==> config.mk <==
export PLATFORM = sky130hd
export DESIGN_NAME = i2c_master_byte_engine_top
export DESIGN_NICKNAME = d
export VERILOG_FILES = /design/src/hdl/i2cmb_pkg.sv /design/src/hdl/i2cmb_csr.sv /design/src/hdl/i2cmb_core.sv /design/src/hdl/i2cmb_out_reg.sv /design/src/hdl/i2c_master_byte_engine_top.sv
export SDC_FILE = /design/constraint.sdc
export NUM_CORES = 1
export LEC_CHECK = 0
export BUFFER_PORTS_ARGS = -buffer_cell sky130_fd_sc_hd__buf_2
export CORE_ASPECT_RATIO = 1.5
export CORE_MARGIN = 3
export CORE_UTILIZATION = 45
export CTS_BUF_LIST = sky130_fd_sc_hd__clkbuf_4
export DETAILED_ROUTE_END_ITERATION = 16
export GPL_ROUTABILITY_DRIVEN = 0
export PLACE_DENSITY = 0.69
export SLEW_MARGIN = 20
export SYNTH_ARGS = -nofsm -noshare
export SYNTH_HDL_FRONTEND = slang
export SYNTH_HIERARCHICAL = 1
export SYNTH_SLANG_ARGS = --single-unit
==> constraint.sdc <==
create_clock -name clock -period 5.1 [get_ports clock]
set_clock_uncertainty 0.1 [all_clocks]
set_input_delay 0.765 -clock clock [delete_from_list [all_inputs] [get_ports clock]]
set_output_delay 0.765 -clock clock [all_outputs]
set_load 0.02 [all_outputs]
==> src/hdl/i2cmb_pkg.sv <==
// Package for the I2C master byte engine: phase and command codes,
// configuration and result structures, and register reset values.
// No dependencies.
`timescale 1ns / 1ps
`default_nettype none

package i2cmb_pkg;

   typedef enum logic [3:0] {
      PH_IDLE  = 4'd0,
      PH_STA_A = 4'd1,
      PH_STA_B = 4'd2,
      PH_STO_A = 4'd3,
      PH_STO_B = 4'd4,
      PH_STO_C = 4'd5,
      PH_WR_LO = 4'd6,
      PH_WR_HI = 4'd7,
      PH_AK_LO = 4'd8,
      PH_AK_HI = 4'd9,
      PH_RD_LO = 4'd10,
      PH_RD_HI = 4'd11,
      PH_RA_LO = 4'd12,
      PH_RA_HI = 4'd13
   } phase_type;

   localparam logic [2:0] OP_NONE  = 3'd0;
   localparam logic [2:0] OP_START = 3'd1;
   localparam logic [2:0] OP_STOP  = 3'd2;
   localparam logic [2:0] OP_WRITE = 3'd3;
   localparam logic [2:0] OP_READ  = 3'd4;

   localparam logic [1:0] CSR_SETUP_HOLD  = 2'd0;
   localparam logic [1:0] CSR_HALF_BIT    = 2'd1;
   localparam logic [1:0] CSR_READ_HIGH   = 2'd2;
   localparam logic [1:0] CSR_ACK_TIMEOUT = 2'd3;

   localparam logic [7:0] SETUP_HOLD_RESET  = 8'd4;
   localparam logic [7:0] HALF_BIT_RESET    = 8'd2;
   localparam logic [7:0] READ_HIGH_RESET   = 8'd1;
   localparam logic [7:0] ACK_TIMEOUT_RESET = 8'd250;

   localparam logic [3:0] BITS_PER_BYTE = 4'd8;

   typedef struct packed {
      logic [7:0] setup_hold_ticks;
      logic [7:0] half_bit_ticks;
      logic [7:0] read_high_ticks;
      logic [7:0] ack_timeout_ticks;
   } cfg_type;

   typedef struct packed {
      logic       scl;
      logic       sda_out;
      logic       sda_drive;
      logic       busy_res;
      logic       done_res;
      logic [7:0] rx_byte;
      logic       nack;
   } rsp_type;

endpackage

`default_nettype wire

==> src/hdl/i2cmb_csr.sv <==
// Timing configuration registers of the I2C master byte engine.
// Depends on i2cmb_pkg.
`timescale 1ns / 1ps
`default_nettype none

module i2cmb_csr
   import i2cmb_pkg::*;
(
   input  wire logic       clock,
   input  wire logic       reset,
   input  wire logic       csr_wr_en,
   input  wire logic [1:0] csr_index,
   input  wire logic [7:0] csr_wdata,
   output cfg_type         cfg
);

   cfg_type cfg_ff;

   always_ff @(posedge clock) begin
      if (reset) begin
         cfg_ff.setup_hold_ticks  <= SETUP_HOLD_RESET;
         cfg_ff.half_bit_ticks    <= HALF_BIT_RESET;
         cfg_ff.read_high_ticks   <= READ_HIGH_RESET;
         cfg_ff.ack_timeout_ticks <= ACK_TIMEOUT_RESET;
      end else if (csr_wr_en) begin
         case (csr_index)
            CSR_SETUP_HOLD:  cfg_ff.setup_hold_ticks  <= csr_wdata;
            CSR_HALF_BIT:    cfg_ff.half_bit_ticks    <= csr_wdata;
            CSR_READ_HIGH:   cfg_ff.read_high_ticks   <= csr_wdata;
            CSR_ACK_TIMEOUT: cfg_ff.ack_timeout_ticks <= csr_wdata;
            default: ;
         endcase
      end
   end

   assign cfg = cfg_ff;

endmodule

`default_nettype wire

==> src/hdl/i2cmb_core.sv <==
// Bus phase sequencer of the I2C master byte engine: one tick per accepted word,
// producing the line levels and status after that tick. Depends on i2cmb_pkg.
`timescale 1ns / 1ps
`default_nettype none

module i2cmb_core
   import i2cmb_pkg::*;
(
   input  wire logic       clock,
   input  wire logic       reset,
   input  wire logic       tick,
   input  wire logic [2:0] operation,
   input  wire logic [7:0] tx_byte,
   input  wire logic       send_ack,
   input  wire logic       sda_in,
   input  wire cfg_type    cfg,
   output rsp_type         result
);

   phase_type  phase_ff, phase_in;
   logic [7:0] tick_count_ff, tick_count_in;
   logic [3:0] bit_count_ff, bit_count_in;
   logic [7:0] shift_reg_ff, shift_reg_in;
   logic [7:0] wait_count_ff, wait_count_in;
   logic       ack_choice_ff, ack_choice_in;
   logic       scl_level_ff, scl_level_in;
   logic       sda_level_ff, sda_level_in;
   logic       nack_flag_ff, nack_flag_in;
   logic [7:0] rx_hold_ff, rx_hold_in;

   logic       go;
   phase_type  go_phase;
   logic       done;
   logic [7:0] tick_inc;
   logic       released;

   always_ff @(posedge clock) begin
      if (reset) begin
         phase_ff      <= PH_IDLE;
         tick_count_ff <= '0;
         bit_count_ff  <= '0;
         shift_reg_ff  <= '0;
         wait_count_ff <= '0;
         ack_choice_ff <= 1'b0;
         scl_level_ff  <= 1'b1;
         sda_level_ff  <= 1'b1;
         nack_flag_ff  <= 1'b0;
         rx_hold_ff    <= '0;
      end else if (tick) begin
         phase_ff      <= phase_in;
         tick_count_ff <= tick_count_in;
         bit_count_ff  <= bit_count_in;
         shift_reg_ff  <= shift_reg_in;
         wait_count_ff <= wait_count_in;
         ack_choice_ff <= ack_choice_in;
         scl_level_ff  <= scl_level_in;
         sda_level_ff  <= sda_level_in;
         nack_flag_ff  <= nack_flag_in;
         rx_hold_ff    <= rx_hold_in;
      end
   end

   assign tick_inc = tick_count_ff + 8'd1;

   always_comb begin
      phase_in      = phase_ff;
      tick_count_in = tick_count_ff;
      bit_count_in  = bit_count_ff;
      shift_reg_in  = shift_reg_ff;
      wait_count_in = wait_count_ff;
      ack_choice_in = ack_choice_ff;
      scl_level_in  = scl_level_ff;
      sda_level_in  = sda_level_ff;
      nack_flag_in  = nack_flag_ff;
      rx_hold_in    = rx_hold_ff;
      go            = 1'b0;
      go_phase      = PH_IDLE;
      done          = 1'b0;

      if (phase_ff == PH_IDLE) begin
         case (operation)
            OP_START: begin
               go = 1'b1;
               go_phase = PH_STA_A;
            end
            OP_STOP: begin
               go = 1'b1;
               go_phase = PH_STO_A;
            end
            OP_WRITE: begin
               shift_reg_in = tx_byte;
               bit_count_in = '0;
               nack_flag_in = 1'b0;
               go = 1'b1;
               go_phase = PH_WR_LO;
            end
            OP_READ: begin
               shift_reg_in  = '0;
               bit_count_in  = '0;
               ack_choice_in = send_ack;
               go = 1'b1;
               go_phase = PH_RD_LO;
            end
            default: ;
         endcase
      end else begin
         // The ack wait counts in its own counter, so the tick count holds there.
         if (phase_ff != PH_AK_HI) begin
            tick_count_in = tick_inc;
         end
         case (phase_ff)
            PH_STA_A: begin
               if (tick_inc >= cfg.setup_hold_ticks) begin
                  go = 1'b1;
                  go_phase = PH_STA_B;
               end
            end
            PH_STA_B: begin
               if (tick_inc >= cfg.setup_hold_ticks) begin
                  scl_level_in = 1'b0;
                  done = 1'b1;
               end
            end
            PH_STO_A: begin
               if (tick_inc >= cfg.setup_hold_ticks) begin
                  go = 1'b1;
                  go_phase = PH_STO_B;
               end
            end
            PH_STO_B: begin
               if (tick_inc >= cfg.setup_hold_ticks) begin
                  go = 1'b1;
                  go_phase = PH_STO_C;
               end
            end
            PH_STO_C: begin
               if (tick_inc >= cfg.setup_hold_ticks) begin
                  done = 1'b1;
               end
            end
            PH_WR_LO: begin
               if (tick_inc >= cfg.half_bit_ticks) begin
                  go = 1'b1;
                  go_phase = PH_WR_HI;
               end
            end
            PH_WR_HI: begin
               if (tick_inc >= cfg.half_bit_ticks) begin
                  shift_reg_in = {shift_reg_ff[6:0], 1'b0};
                  bit_count_in = bit_count_ff + 4'd1;
                  go = 1'b1;
                  go_phase = (bit_count_in >= BITS_PER_BYTE) ? PH_AK_LO : PH_WR_LO;
               end
            end
            PH_AK_LO: begin
               if (tick_inc >= cfg.half_bit_ticks) begin
                  go = 1'b1;
                  go_phase = PH_AK_HI;
               end
            end
            PH_AK_HI: begin
               if (!sda_in) begin
                  scl_level_in = 1'b0;
                  done = 1'b1;
               end else if (wait_count_ff >= cfg.ack_timeout_ticks) begin
                  nack_flag_in = 1'b1;
                  go = 1'b1;
                  go_phase = PH_STO_A;
               end else begin
                  wait_count_in = wait_count_ff + 8'd1;
               end
            end
            PH_RD_LO: begin
               if (tick_inc >= cfg.half_bit_ticks) begin
                  go = 1'b1;
                  go_phase = PH_RD_HI;
               end
            end
            PH_RD_HI: begin
               // The bit is sampled on the first tick after SCL rose.
               if (tick_inc == 8'd1) begin
                  shift_reg_in = {shift_reg_ff[6:0], sda_in};
               end
               if (tick_inc >= cfg.read_high_ticks) begin
                  bit_count_in = bit_count_ff + 4'd1;
                  go = 1'b1;
                  go_phase = (bit_count_in >= BITS_PER_BYTE) ? PH_RA_LO : PH_RD_LO;
               end
            end
            PH_RA_LO: begin
               if (tick_inc >= cfg.half_bit_ticks) begin
                  go = 1'b1;
                  go_phase = PH_RA_HI;
               end
            end
            PH_RA_HI: begin
               if (tick_inc >= cfg.half_bit_ticks) begin
                  scl_level_in = 1'b0;
                  rx_hold_in = shift_reg_ff;
                  done = 1'b1;
               end
            end
            default: ;
         endcase
         if (done) begin
            phase_in = PH_IDLE;
            tick_count_in = '0;
         end
      end

      // Entering a phase restarts its tick count and sets its line levels.
      if (go) begin
         phase_in = go_phase;
         tick_count_in = '0;
         case (go_phase)
            PH_STA_A: begin
               scl_level_in = 1'b1;
               sda_level_in = 1'b1;
            end
            PH_STA_B: begin
               scl_level_in = 1'b1;
               sda_level_in = 1'b0;
            end
            PH_STO_A: begin
               scl_level_in = 1'b0;
               sda_level_in = 1'b0;
            end
            PH_STO_B: begin
               scl_level_in = 1'b1;
               sda_level_in = 1'b0;
            end
            PH_STO_C: begin
               scl_level_in = 1'b1;
               sda_level_in = 1'b1;
            end
            PH_WR_LO: begin
               scl_level_in = 1'b0;
               sda_level_in = shift_reg_in[7];
            end
            PH_WR_HI: begin
               scl_level_in = 1'b1;
            end
            PH_AK_LO: begin
               scl_level_in = 1'b0;
               sda_level_in = 1'b1;
            end
            PH_AK_HI: begin
               scl_level_in = 1'b1;
               sda_level_in = 1'b1;
               wait_count_in = '0;
            end
            PH_RD_LO: begin
               scl_level_in = 1'b0;
               sda_level_in = 1'b1;
            end
            PH_RD_HI: begin
               scl_level_in = 1'b1;
               sda_level_in = 1'b1;
            end
            PH_RA_LO: begin
               scl_level_in = 1'b0;
               sda_level_in = ~ack_choice_in;
            end
            PH_RA_HI: begin
               scl_level_in = 1'b1;
            end
            default: ;
         endcase
      end
   end

   assign released = (phase_in == PH_AK_LO) || (phase_in == PH_AK_HI) ||
                     (phase_in == PH_RD_LO) || (phase_in == PH_RD_HI);

   always_comb begin
      result.scl       = scl_level_in;
      result.sda_out   = released ? 1'b1 : sda_level_in;
      result.sda_drive = ~released;
      result.busy_res  = (phase_in != PH_IDLE);
      result.done_res  = done;
      result.rx_byte   = rx_hold_in;
      result.nack      = nack_flag_in;
   end

endmodule

`default_nettype wire

==> src/hdl/i2cmb_out_reg.sv <==
// Result register of the I2C master byte engine; holds one word until taken.
// Depends on i2cmb_pkg.
`timescale 1ns / 1ps
`default_nettype none

module i2cmb_out_reg
   import i2cmb_pkg::*;
(
   input  wire logic    clock,
   input  wire logic    reset,
   input  wire logic    load,
   input  wire rsp_type load_data,
   input  wire logic    rsp_stall,
   output wire logic    rsp_valid,
   output wire logic    can_load,
   output rsp_type      rsp_data
);

   logic    valid_ff;
   rsp_type data_ff;

   // A new word may enter when the slot is empty or is being drained this cycle.
   assign can_load = ~valid_ff | ~rsp_stall;

   always_ff @(posedge clock) begin
      if (reset) begin
         valid_ff <= 1'b0;
      end else if (load) begin
         valid_ff <= 1'b1;
      end else if (!rsp_stall) begin
         valid_ff <= 1'b0;
      end
   end

   always_ff @(posedge clock) begin
      if (load) begin
         data_ff <= load_data;
      end
   end

   assign rsp_valid = valid_ff;
   assign rsp_data  = data_ff;

endmodule

`default_nettype wire

==> src/hdl/i2c_master_byte_engine_top.sv <==
// I2C master byte engine, top level. Each accepted word is one bus tick.
// The result word of a tick is registered: it appears in the cycle after the
// tick is accepted. One word per cycle while the result side does not stall;
// the phase sequencer updates its state once per tick and the result register
// decouples the two channels. Reset (synchronous, active high): bus idle with
// SCL and SDA high, timing registers at their defaults, no result word pending.
`timescale 1ns / 1ps
`default_nettype none

module i2c_master_byte_engine_top
   import i2cmb_pkg::*;
(
   input  wire logic       clock,
   input  wire logic       reset,
   input  wire logic       req_valid,
   output wire logic       req_stall,
   input  wire logic [2:0] req_operation,
   input  wire logic [7:0] req_tx_byte,
   input  wire logic       req_send_ack,
   input  wire logic       req_sda_in,
   output wire logic       rsp_valid,
   input  wire logic       rsp_stall,
   output wire logic       rsp_scl,
   output wire logic       rsp_sda_out,
   output wire logic       rsp_sda_drive,
   output wire logic       rsp_busy_res,
   output wire logic       rsp_done_res,
   output wire logic [7:0] rsp_rx_byte,
   output wire logic       rsp_nack,
   input  wire logic       csr_wr_en,
   input  wire logic [1:0] csr_index,
   input  wire logic [7:0] csr_wdata
);

   cfg_type cfg;
   rsp_type core_result;
   rsp_type rsp_data;
   logic    can_load;
   logic    fire;

   assign req_stall = ~can_load;
   assign fire      = req_valid & can_load;

   i2cmb_csr u_csr (
      .clock     (clock),
      .reset     (reset),
      .csr_wr_en (csr_wr_en),
      .csr_index (csr_index),
      .csr_wdata (csr_wdata),
      .cfg       (cfg)
   );

   i2cmb_core u_core (
      .clock     (clock),
      .reset     (reset),
      .tick      (fire),
      .operation (req_operation),
      .tx_byte   (req_tx_byte),
      .send_ack  (req_send_ack),
      .sda_in    (req_sda_in),
      .cfg       (cfg),
      .result    (core_result)
   );

   i2cmb_out_reg u_out_reg (
      .clock     (clock),
      .reset     (reset),
      .load      (fire),
      .load_data (core_result),
      .rsp_stall (rsp_stall),
      .rsp_valid (rsp_valid),
      .can_load  (can_load),
      .rsp_data  (rsp_data)
   );

   assign rsp_scl       = rsp_data.scl;
   assign rsp_sda_out   = rsp_data.sda_out;
   assign rsp_sda_drive = rsp_data.sda_drive;
   assign rsp_busy_res  = rsp_data.busy_res;
   assign rsp_done_res  = rsp_data.done_res;
   assign rsp_rx_byte   = rsp_data.rx_byte;
   assign rsp_nack      = rsp_data.nack;

endmodule

`default_nettype wire

==> results of run 1 <==
-- sequential cells by signal, indices dropped and copies added (netlist names), 4 cells and up --
name / cells
u_csr/cfg: 32
u_core/bit_count_ff: 4
u_core/rx_hold_ff: 8
u_core/phase_ff: 4
u_core/shift_reg_ff: 8
u_core/wait_count_ff: 8
u_out_reg/rsp_data: 14
u_core/tick_count_ff: 8
-- cell usage after synthesis, types with 12 or more instances --
| master | count |
|---|---|
| sky130_fd_sc_hd__ha_1 | 36 |
| sky130_fd_sc_hd__mux2i_1 | 39 |
| sky130_fd_sc_hd__clkbuf_1 | 16 |
| sky130_fd_sc_hd__nand3_1 | 18 |
| sky130_fd_sc_hd__o21ai_0 | 26 |
| sky130_fd_sc_hd__edfxtp_1 | 14 |
| sky130_fd_sc_hd__dfxtp_1 | 77 |
| sky130_fd_sc_hd__inv_1 | 45 |
| sky130_fd_sc_hd__nor3_1 | 12 |
| sky130_fd_sc_hd__a21oi_1 | 29 |
| sky130_fd_sc_hd__nand2_1 | 60 |
| sky130_fd_sc_hd__nor2_1 | 53 |
| sky130_fd_sc_hd__nand2b_1 | 37 |
-- per-layer routing --
layer / global-route usage [%] / wire [um]
met2: 35.26 / 6819
met1: 22.90 / 5304
met3: 3.926 / 658
met5: 0 / 0
met4: 11.53 / 596
-- tightest hold or removal path, stage by stage (launching register included) --
cell and delay (ns):
sky130_fd_sc_hd__dfxtp_1 0.33, sky130_fd_sc_hd__nand2_1 0.06, sky130_fd_sc_hd__a21oi_1 0.06
-- area by class of cell --
type	count	area, sq um	share of cell area (%)
clock buffer	10	75.07	1.276
timing repair buffer	48	252.7	4.297
clock inverter	6	31.28	0.5318
tap	153	191.4	3.255
sequential	91	1962	33.35
inverter	45	168.9	2.872
multi-input combinational	458	3201	54.41
-- cells by family after synthesis --
group           count (synthesis)  synth area share, %
simple gates                  240                23.34
compound gates                127                16.69
flops                          91                35.50
buf+inv                        78                6.588
mux                            42                7.675
fa+ha+maj                      36                8.150
xor+xnor                       13                2.060
-- how the worst min path moves through the flow --
stage / start / endpoint / slack, ns / cells after the start
floorplan: u_core/rx_hold_ff[0] / u_core/rx_hold_ff[0] / 0.34 / 2
detailed placement: u_core/rx_hold_ff[0] / u_core/rx_hold_ff[0] / 0.36 / 2
finish: u_core/rx_hold_ff[1] / u_core/rx_hold_ff[1] / 0.38 / 2
global route: u_core/rx_hold_ff[3] / u_core/rx_hold_ff[3] / 0.40 / 2
global placement: u_core/rx_hold_ff[0] / u_core/rx_hold_ff[0] / 0.34 / 2
CTS: u_core/rx_hold_ff[0] / u_core/rx_hold_ff[0] / 0.38 / 2
-- power groups by stage --
stage	combinational [uW]	clock, uW	sequential (uW)
floorplan	216	0	801
global placement	282	0	798
detailed placement	288	0	799
CTS	290	358	783
global route	320	393	788
finish	291	345	783
-- through the flow --
stage | cells | instance area (sq um)
2_1_floorplan | 627 | 5527
3_3_place_gp | 795 | 5776
3_5_place_dp | 795 | 5776
4_1_cts | 811 | 5882
5_1_grt | 811 | 5882
6_report | 811 | 5882
==> results by stage, run 1 <==
Outcome:
- The run finished with clean final reports.

Clocking:
- Once the clock tree was built, the setup fixing pass inserted 0 buffers.
- The number of sinks driven by the clock tree is 91.
- The insertion delay of the later-clocked pin in the worst-skew pair is 0.45 ns.
- Counting the buffers created by CTS gives 9.
- Hold repair after CTS inserted 0 buffers.
- TritonCTS built the clock tree.
- The clock root buffer master is sky130_fd_sc_hd__clkbuf_4.
- Once the clock tree was built, the resizer swapped 0 gates to a different size.
- The H-tree was split into 3 levels.
- The maximum count of clock buffers along a single path is 2.
- After clock tree synthesis, the clock-pin slew on the worst setup and hold paths is 0.14 ns.

Yosys:
- The share of the synthesized area in the top cell type is 27.89%.
- Sorting the synthesized cells by area gives the leading types as sky130_fd_sc_hd__dfxtp_1 (28%), sky130_fd_sc_hd__ha_1 (8.2%), sky130_fd_sc_hd__edfxtp_1 (7.6%).
- The cell area that synthesis handed to floorplanning was 5527 sq um.
- Yosys mapped the design onto 77 distinct sky130hd cell types.
- Among all flip-flop cells after synthesis, the most frequent one is sky130_fd_sc_hd__dfxtp_1.
- Counting flops and latches in the post-synthesis netlist gives 91.
- The cell type with the largest total area after synthesis is sky130_fd_sc_hd__dfxtp_1.
- When the netlist entered floorplanning its net count stood at 691.
- The number of flops mapped to enable cells by yosys is 14.
- The share of flip-flops with an asynchronous set or reset is 0%.
- The cell count after synthesis came out at 627.
- For this run, the register share of the synthesized area comes to 35.50%.
- Yosys printed 6 warnings.
- The average instance area after synthesis is 8.814 sq um.

Route:
- Before antenna repair, the detailed router went through 5 iterations.
- After detailed routing, the number of remaining DRC violations is 0.
- The detailed-route via count is 4662.
- Wires add up to 13.38 mm.
- The antenna violation net count after detailed routing is 0.
- After detailed routing, the number of vias per cell comes to 5.748.
- The final routed wire length divided by cell count is 16.50 um.
- In this run, the number of DRC markers left after iteration 0 of detailed routing was 295.

Finish:
- The library cell used most frequently in the layout, excluding fill and tap cells, is sky130_fd_sc_hd__dfxtp_1.
- The synthesis-to-layout area growth is 6.430%.
- For this run, the share of the core covered by cells in the final layout is 48.95%.
- The final layout contains 717 nets.
- Cells with a size suffix above 1 make up 14.13% of the layout.
- The number of inserted filler cells in the final layout is 1210.
- The antenna cell count is 0.
- The top cell types in the final layout, fill and taps aside, are sky130_fd_sc_hd__dfxtp_1 (77), sky130_fd_sc_hd__nand2_1 (60), sky130_fd_sc_hd__nor2_1 (53).

Critical path:
- The worst setup path is captured at a flip-flop.
- The delay of the slowest cell on the worst path is 0.64 ns.
- The startpoint kind of the worst setup timing path is a flip-flop.
- The critical path contains buffers and inverters numbering 0 combined.
- Walking the worst path, the cells encountered are nand3_1, nor3_1, xor2_1, ha_1, nand2_1, or3_1, o221a_4, a2111oi_4, nor3_2, nand2b_1, o41ai_2, o21ba_1.
- The endpoint identified for the worst register-to-register timing path is u_core/wait_count_ff[7].
- The most critical setup path has its endpoint at u_core/wait_count_ff[7].
- Setup slack on the worst reg-to-reg path comes out at 0.56 ns.
- The worst reg2reg path startpoint is u_core/tick_count_ff[0].
- The endpoint arrival time on the critical path is 4.80 ns.
- The most critical setup path has its startpoint at u_core/tick_count_ff[0].
- The kind of cell with the highest combined delay along the critical path is compound AO/OA/AOI/OAI gates.
- Along the worst path, the maximum fanout reaches 10.
- Counting buffers and inverters, the worst setup path is 12 cells deep.
- The critical path in this run is classified as reg2reg.
- The number of cells traversed by the worst register-to-register path is 12.
- The data required time at the worst endpoint is 5.37 ns.
- The slowest stage of the critical path is the sky130_fd_sc_hd__o41ai_2 cell.

Pwr:
- After layout, the design draws a total of 1420 uW.
- The highest ir drop seen on vdd is 115.7 uV.
- Summed over all nets, the switching power comes to 451.3 uW.
- For this design the static power due to leakage is 0.002445 uW.
- The power per cell area is 241.4 nW/um^2.
- The clock share of power is 24.3%.
- Net switching is 31.79% of the power.
- The sequential cell fraction of total power is 55.2%.
- The cell-internal power is 968.4 uW.
- Of the total power, combinational logic draws 20.5%.

Timing:
- The worst pin sits at a relative slew slack of 31.66%.
- Static timing analysis puts the maximum clock frequency at 220.4 MHz.
- The count of pins over their slew limit is 0.
- The setup-violating endpoint count in the final report is 0.
- The post-route fraction of the period consumed by the critical path is 88.97%.
- The worst hold-check slack is 0.3795 ns.
- Subtracting the final worst setup slack from the clock period gives 4.538 ns.
- For the pin with the worst max-slew slack, the measured transition is 1.017 ns.
- In the post-route analysis, the smallest setup slack over all paths is 0.5624 ns.
- The number of hold-slack violations in the final timing report was 0.
- In the final timing run, aggregate negative setup slack is 0 ns.
- Setup repair after global routing left no endpoint under its margin.

GRT:
- The first global-routing pass estimated 22.04 mm of wire.
- Entering global routing, the biggest net connects 47 pins.
- For this run, the total global-route usage over all layers was measured as 20.42%.
- After global routing the overflow that remains totals 0.
- The number of antenna violations at the first check in global routing is 0.
- The number of global-route vias before repair is 4626.

Run:
- The tool flagged a number of max-cap violations equal to 0.

Placement:
- The worst setup timing slack at the placement stage is 0.6577 ns.
- During placement, the flow inserted port buffers numbering 43.
- The placed wire-length estimate after detailed placement is 10.03 mm.

Floorplan:
- In this run the horizontal extent of the chip is 96.49 um.
- In this run the standard cell core region covers 12020 sq um.
- The die extent in y is 141.7 um.
- During I/O placement, the number of pins put on the boundary was 44.
- The cell row count is 49.
- The floorplan step defined a die boundary enclosing 13670 sq um.
- The effective utilization at floorplan is 45.99%.

Min path:
- The worst hold path belongs to the class reg2reg.
No activity file was read; power rests on OpenSTA's default activity.
==> run 2, diff against run 1 <==
--- a/config.mk
+++ b/config.mk
@@ -8,11 +8,10 @@
 export BUFFER_PORTS_ARGS = -buffer_cell sky130_fd_sc_hd__buf_2
 export CORE_ASPECT_RATIO = 1.5
 export CORE_MARGIN = 3
-export CORE_UTILIZATION = 45
-export CTS_BUF_LIST = sky130_fd_sc_hd__clkbuf_4
+export CORE_UTILIZATION = 30
 export DETAILED_ROUTE_END_ITERATION = 16
 export GPL_ROUTABILITY_DRIVEN = 0
-export PLACE_DENSITY = 0.69
+export PLACE_DENSITY = 0.52
 export SLEW_MARGIN = 20
 export SYNTH_ARGS = -nofsm -noshare
 export SYNTH_HDL_FRONTEND = slang
==> constraint.sdc (replaced) <==
create_clock -name clock -period 4.6 [get_ports clock]
set_clock_uncertainty 0.1 [all_clocks]
set_input_delay 0.69 -clock clock [delete_from_list [all_inputs] [get_ports clock]]
set_output_delay 0.69 -clock clock [all_outputs]
set_load 0.02 [all_outputs]
==> run 2 against run 1 <==
  * Sequential cell count did not move
  * Worst hold slack got worse by 0.012 ns
  * Combinational power rose by 16%
  * Maximum frequency rose by 5.0%
  * Die area rose by 47%
  * First-iteration DRC count fell by 0.68%
  * Count of clock-buffer cells in the layout rose by 1
  * Routed wire length rose by 5.5%
  * Via count fell by 1.3%
  * Setup slack got worse by 0.28 ns
  * Sequential share of layout area fell by 1.7 points
  * Cell area rose by 5.3%
  * Critical path type unchanged
  * Critical endpoint is now u_out_reg/rsp_data[11]
  * Largest power group unchanged
==> results by stage, run 2 (synthesis gave the netlist of run 1 again) <==
Finish:
- The library cell used most frequently in the layout, excluding fill and tap cells, is sky130_fd_sc_hd__dfxtp_1.
- The ratio of cells with drive above 1 in the final layout is 15.08% (+0.95 points).
- The synthesis-to-layout area growth is 12.07%.
- The number of inserted filler cells in the final layout came to 1841 (+52%).
- The number of standard cells in the layout, taps in and fillers out is 880 (+8.5%).
- In the layout the commonest cells are sky130_fd_sc_hd__dfxtp_1 (77), sky130_fd_sc_hd__nand2_1 (60), sky130_fd_sc_hd__nor2_1 (53).
- The combined area of the multi-input logic cells is 3214 sq um (+0.43%).
- The number of nets in the layout came to 722 (+0.70%).
- The storage element area is 1962 sq um (unchanged).
- The antenna cell count is 0 (unchanged).
- The number of flip-flops under the largest register name came to 32 (unchanged).

Route:
- The antenna violation net count after detailed routing was 0 (unchanged).
- The met1 wire length is 5.897 mm (+11%).
- The routed length on met2 is 7.319 mm (+7.3%).
- The highest metal layer used by the detailed router is met4.
- The final routed wire length divided by cell count is 16.04 um (-2.8%).
- The DRC violation count after routing is 0 (unchanged).
- The iteration-0 DRC count of the detailed router is 293 (-0.68%).
- The post-detailed-route via-to-cell ratio is 5.231 (-9.0%).
- The sum of routed wire length over all layers was 14.12 mm (+5.5%).
- The wire length on met3 is 516 um (-22%).
- The detailed-route via count is 4603 (-1.3%).
- The detailed-routing iteration count for the pre-antenna-repair pass came to 5 (unchanged).

GRT:
- The number of antenna violations at the first check in global routing was 0 (unchanged).
- The number of global-route vias before repair is 4620 (-0.13%).
- The maximum number of pins on one net before global-route repair is 52 (+11%).
- The global-route usage over all layers is 14.71% (-5.7 points).
- The first-pass GRT wire length is 23.12 mm (+4.9%).
- The aggregate global routing overflow is 0 (unchanged).

Critical path:
- The startpoint kind of the worst setup timing path is a flip-flop.
- The type of element capturing the critical path is a flip-flop.
- The worst setup path startpoint is u_core/tick_count_ff[1].
- The endpoint of the lowest-slack register-to-register path is u_out_reg/rsp_data[11].
- Traced cell by cell, the critical path runs through ha_1, nand4_1, xnor2_1, ha_1, a21o_1, a21o_1, a311oi_1, a2111oi_4, nor3_2, nand2b_4, or4_1, a221o_1.
- The number of cells traversed by the worst register-to-register path was 12 (unchanged).
- In this run the critical register-to-register path is launched from u_core/tick_count_ff[1].
- The type of the worst setup path is reg2reg.
- The dominant delay contributor by cell family on the critical path is compound AO/OA/AOI/OAI gates.
- The number of logic stages on the critical path including buffering was 12 (unchanged).
- The delay of the slowest cell on the worst path is 0.44 ns (-0.20 ns).
- The largest individual stage delay along the critical path comes from the cell sky130_fd_sc_hd__or4_1.
- The data required time at the worst endpoint is 4.59 ns (-0.78 ns).
- The peak fanout along the critical path is 11 (+1).
- The endpoint arrival time on the critical path is 4.31 ns (-0.49 ns).
- The critical path buffer and inverter count came to 0 (unchanged).
- In this run the worst setup path terminates at u_out_reg/rsp_data[11].
- The setup slack of the worst register-to-register path came to 0.28 ns (-0.28 ns).

Timing:
- The timing-limited maximum frequency was 231.4 MHz (+5.0%).
- Setup repair after global routing left no endpoint under its margin.
- The post-route fraction of the period consumed by the critical path was 93.96% (+5.0 points).
- The pin slew with the least headroom to its limit is 1.042 ns (+0.02568 ns).
- The number of hold-slack violations in the final timing report is 0 (unchanged).
- The count of pins over their slew limit is 0 (unchanged).
- The total negative slack for setup checks is 0 ns (unchanged).
- The worst max-slew margin expressed relative to the limit is 29.93% (-1.7 points).
- The minimum clock period is 4.322 ns (-0.2154 ns).
- The setup-violating endpoint count in the final report is 0 (unchanged).

Clocking:
- The insertion delay of the later-clocked pin in the worst-skew pair is 0.35 ns (-0.10 ns).
- The CTS clock-pin slew for the worst setup and hold paths is 0.07 ns (-0.07 ns).
- The maximum count of clock buffers along a single path is 2 (unchanged).
- CTS placed an instance of sky130_fd_sc_hd__clkbuf_16 at the clock tree root.
- The number of levels the H-tree was split into is 3 (unchanged).
- The number of buffers created by CTS is 9 (unchanged).
- TritonCTS built the clock tree.
- The number of sinks driven by the clock tree is 91 (unchanged).
- The number of setup buffers added after CTS is 0 (unchanged).

Outcome:
- The flow ran to the end, and the final reports show no timing, DRC or antenna violations.

Floorplan:
- The width of the chip is 116.8 um (+21%).
- The area of the core is 18020 sq um (+50%).
- The area of the die is 20120 sq um (+47%).
- The cell row count came to 60 (+22%).
- The effective utilization at floorplan is 30.67% (-15 points).
- The count of boundary I/O pins came to 44 (unchanged).
- The die extent in y is 172.2 um (+22%).

Pwr:
- The static leakage was 0.002538 uW (+3.8%).
- The power per cell area was 311.6 nW/um^2 (+29%).
- The highest ir drop seen on vdd was 132.4 uV (+14%).

Placement:
- The placed wire-length estimate after detailed placement is 10.87 mm (+8.4%).
- The number of I/O port buffers is 43 (unchanged).
- The total instance count after detailed placement came to 864 (+8.7%).

Min path:
- The path type of the worst min-delay path is reg2reg.

Run:
- The count of max-cap constraint violations is 0 (unchanged).
## run 2: cell types whose count changed in the layout (fill, tap and decap cells not counted), moves of 2 or more
| cell | change |
|---|---|
| sky130_fd_sc_hd__clkbuf_16 | +9 |
| sky130_fd_sc_hd__clkbuf_4 | -10 |
| sky130_fd_sc_hd__clkbuf_1 | +2 |
| sky130_fd_sc_hd__buf_4 | +5 |
| sky130_fd_sc_hd__clkinvlp_4 | +2 |
## run 2: area by class of cell
cell class | count | area share, %
Inverter | 45 | 2.727
Clock inverter | 5 | 0.8687
Clock buffer | 11 | 3.758
Sequential cell | 91 | 31.68
Timing Repair Buffer | 53 | 4.687
Multi-Input combinational cell | 458 | 51.90
Tap cell | 217 | 4.384
## run 2: stage by stage
step	util, %	setup WS (ns)	total power, uW	hold WS (ns)	area [sq um]
floorplan	-	0.5405	1128	0.3366	5527
detailed placement	32.72	0.3052	1221	0.3537	5894
global placement	32.72	0.3872	1217	0.3442	5894
global route	34.38	0.01148	2021	0.3934	6193
CTS	34.31	0.2878	1954	0.3644	6181
finish	34.38	0.2779	1930	0.3671	6193
## run 2: power breakdown
group	internal [uW]	switching, uW	total [uW]
registers	842	24.6	867
logic	126	211	337
clock network	419	308	726
## run 2: metal layers
layer	track usage (%)	vias to the layer above
met5	0	-
met4	6.437	0
met3	2.591	25
met2	26.73	107
met1	16.53	2181
li1	-	2290
## run 2: worst min-delay path by stage
stage / startpoint / to / slack, ns / cells after the start
after floorplan: u_core/rx_hold_ff[0] / u_core/rx_hold_ff[0] / 0.34 / 2
after global placement: u_core/rx_hold_ff[0] / u_core/rx_hold_ff[0] / 0.34 / 2
after detailed placement: u_core/rx_hold_ff[0] / u_core/rx_hold_ff[0] / 0.35 / 2
after CTS: u_core/rx_hold_ff[0] / u_core/rx_hold_ff[0] / 0.36 / 2
after global routing: u_core/rx_hold_ff[5] / u_core/rx_hold_ff[5] / 0.39 / 2
final: u_core/rx_hold_ff[0] / u_core/rx_hold_ff[0] / 0.37 / 2
## run 2: timing repair
item | 4_1_cts | 5_1_grt
endpoints found under the hold margin | 0 | 0
setup endpoints to repair | 0 | 3
resized for setup | 0 | 2
hold buffers | 0 | 0
## run 2: worst register-to-register path, stage by stage (launching register included)
cell and delay [ns]:
sky130_fd_sc_hd__dfxtp_1 0.39, sky130_fd_sc_hd__ha_1 0.38, sky130_fd_sc_hd__nand4_1 0.17, sky130_fd_sc_hd__xnor2_1 0.38, sky130_fd_sc_hd__ha_1 0.33, sky130_fd_sc_hd__a21o_1 0.17
sky130_fd_sc_hd__a21o_1 0.19, sky130_fd_sc_hd__a311oi_1 0.42, sky130_fd_sc_hd__a2111oi_4 0.14, sky130_fd_sc_hd__nor3_2 0.43, sky130_fd_sc_hd__nand2b_4 0.20, sky130_fd_sc_hd__or4_1 0.44
sky130_fd_sc_hd__a221o_1 0.33
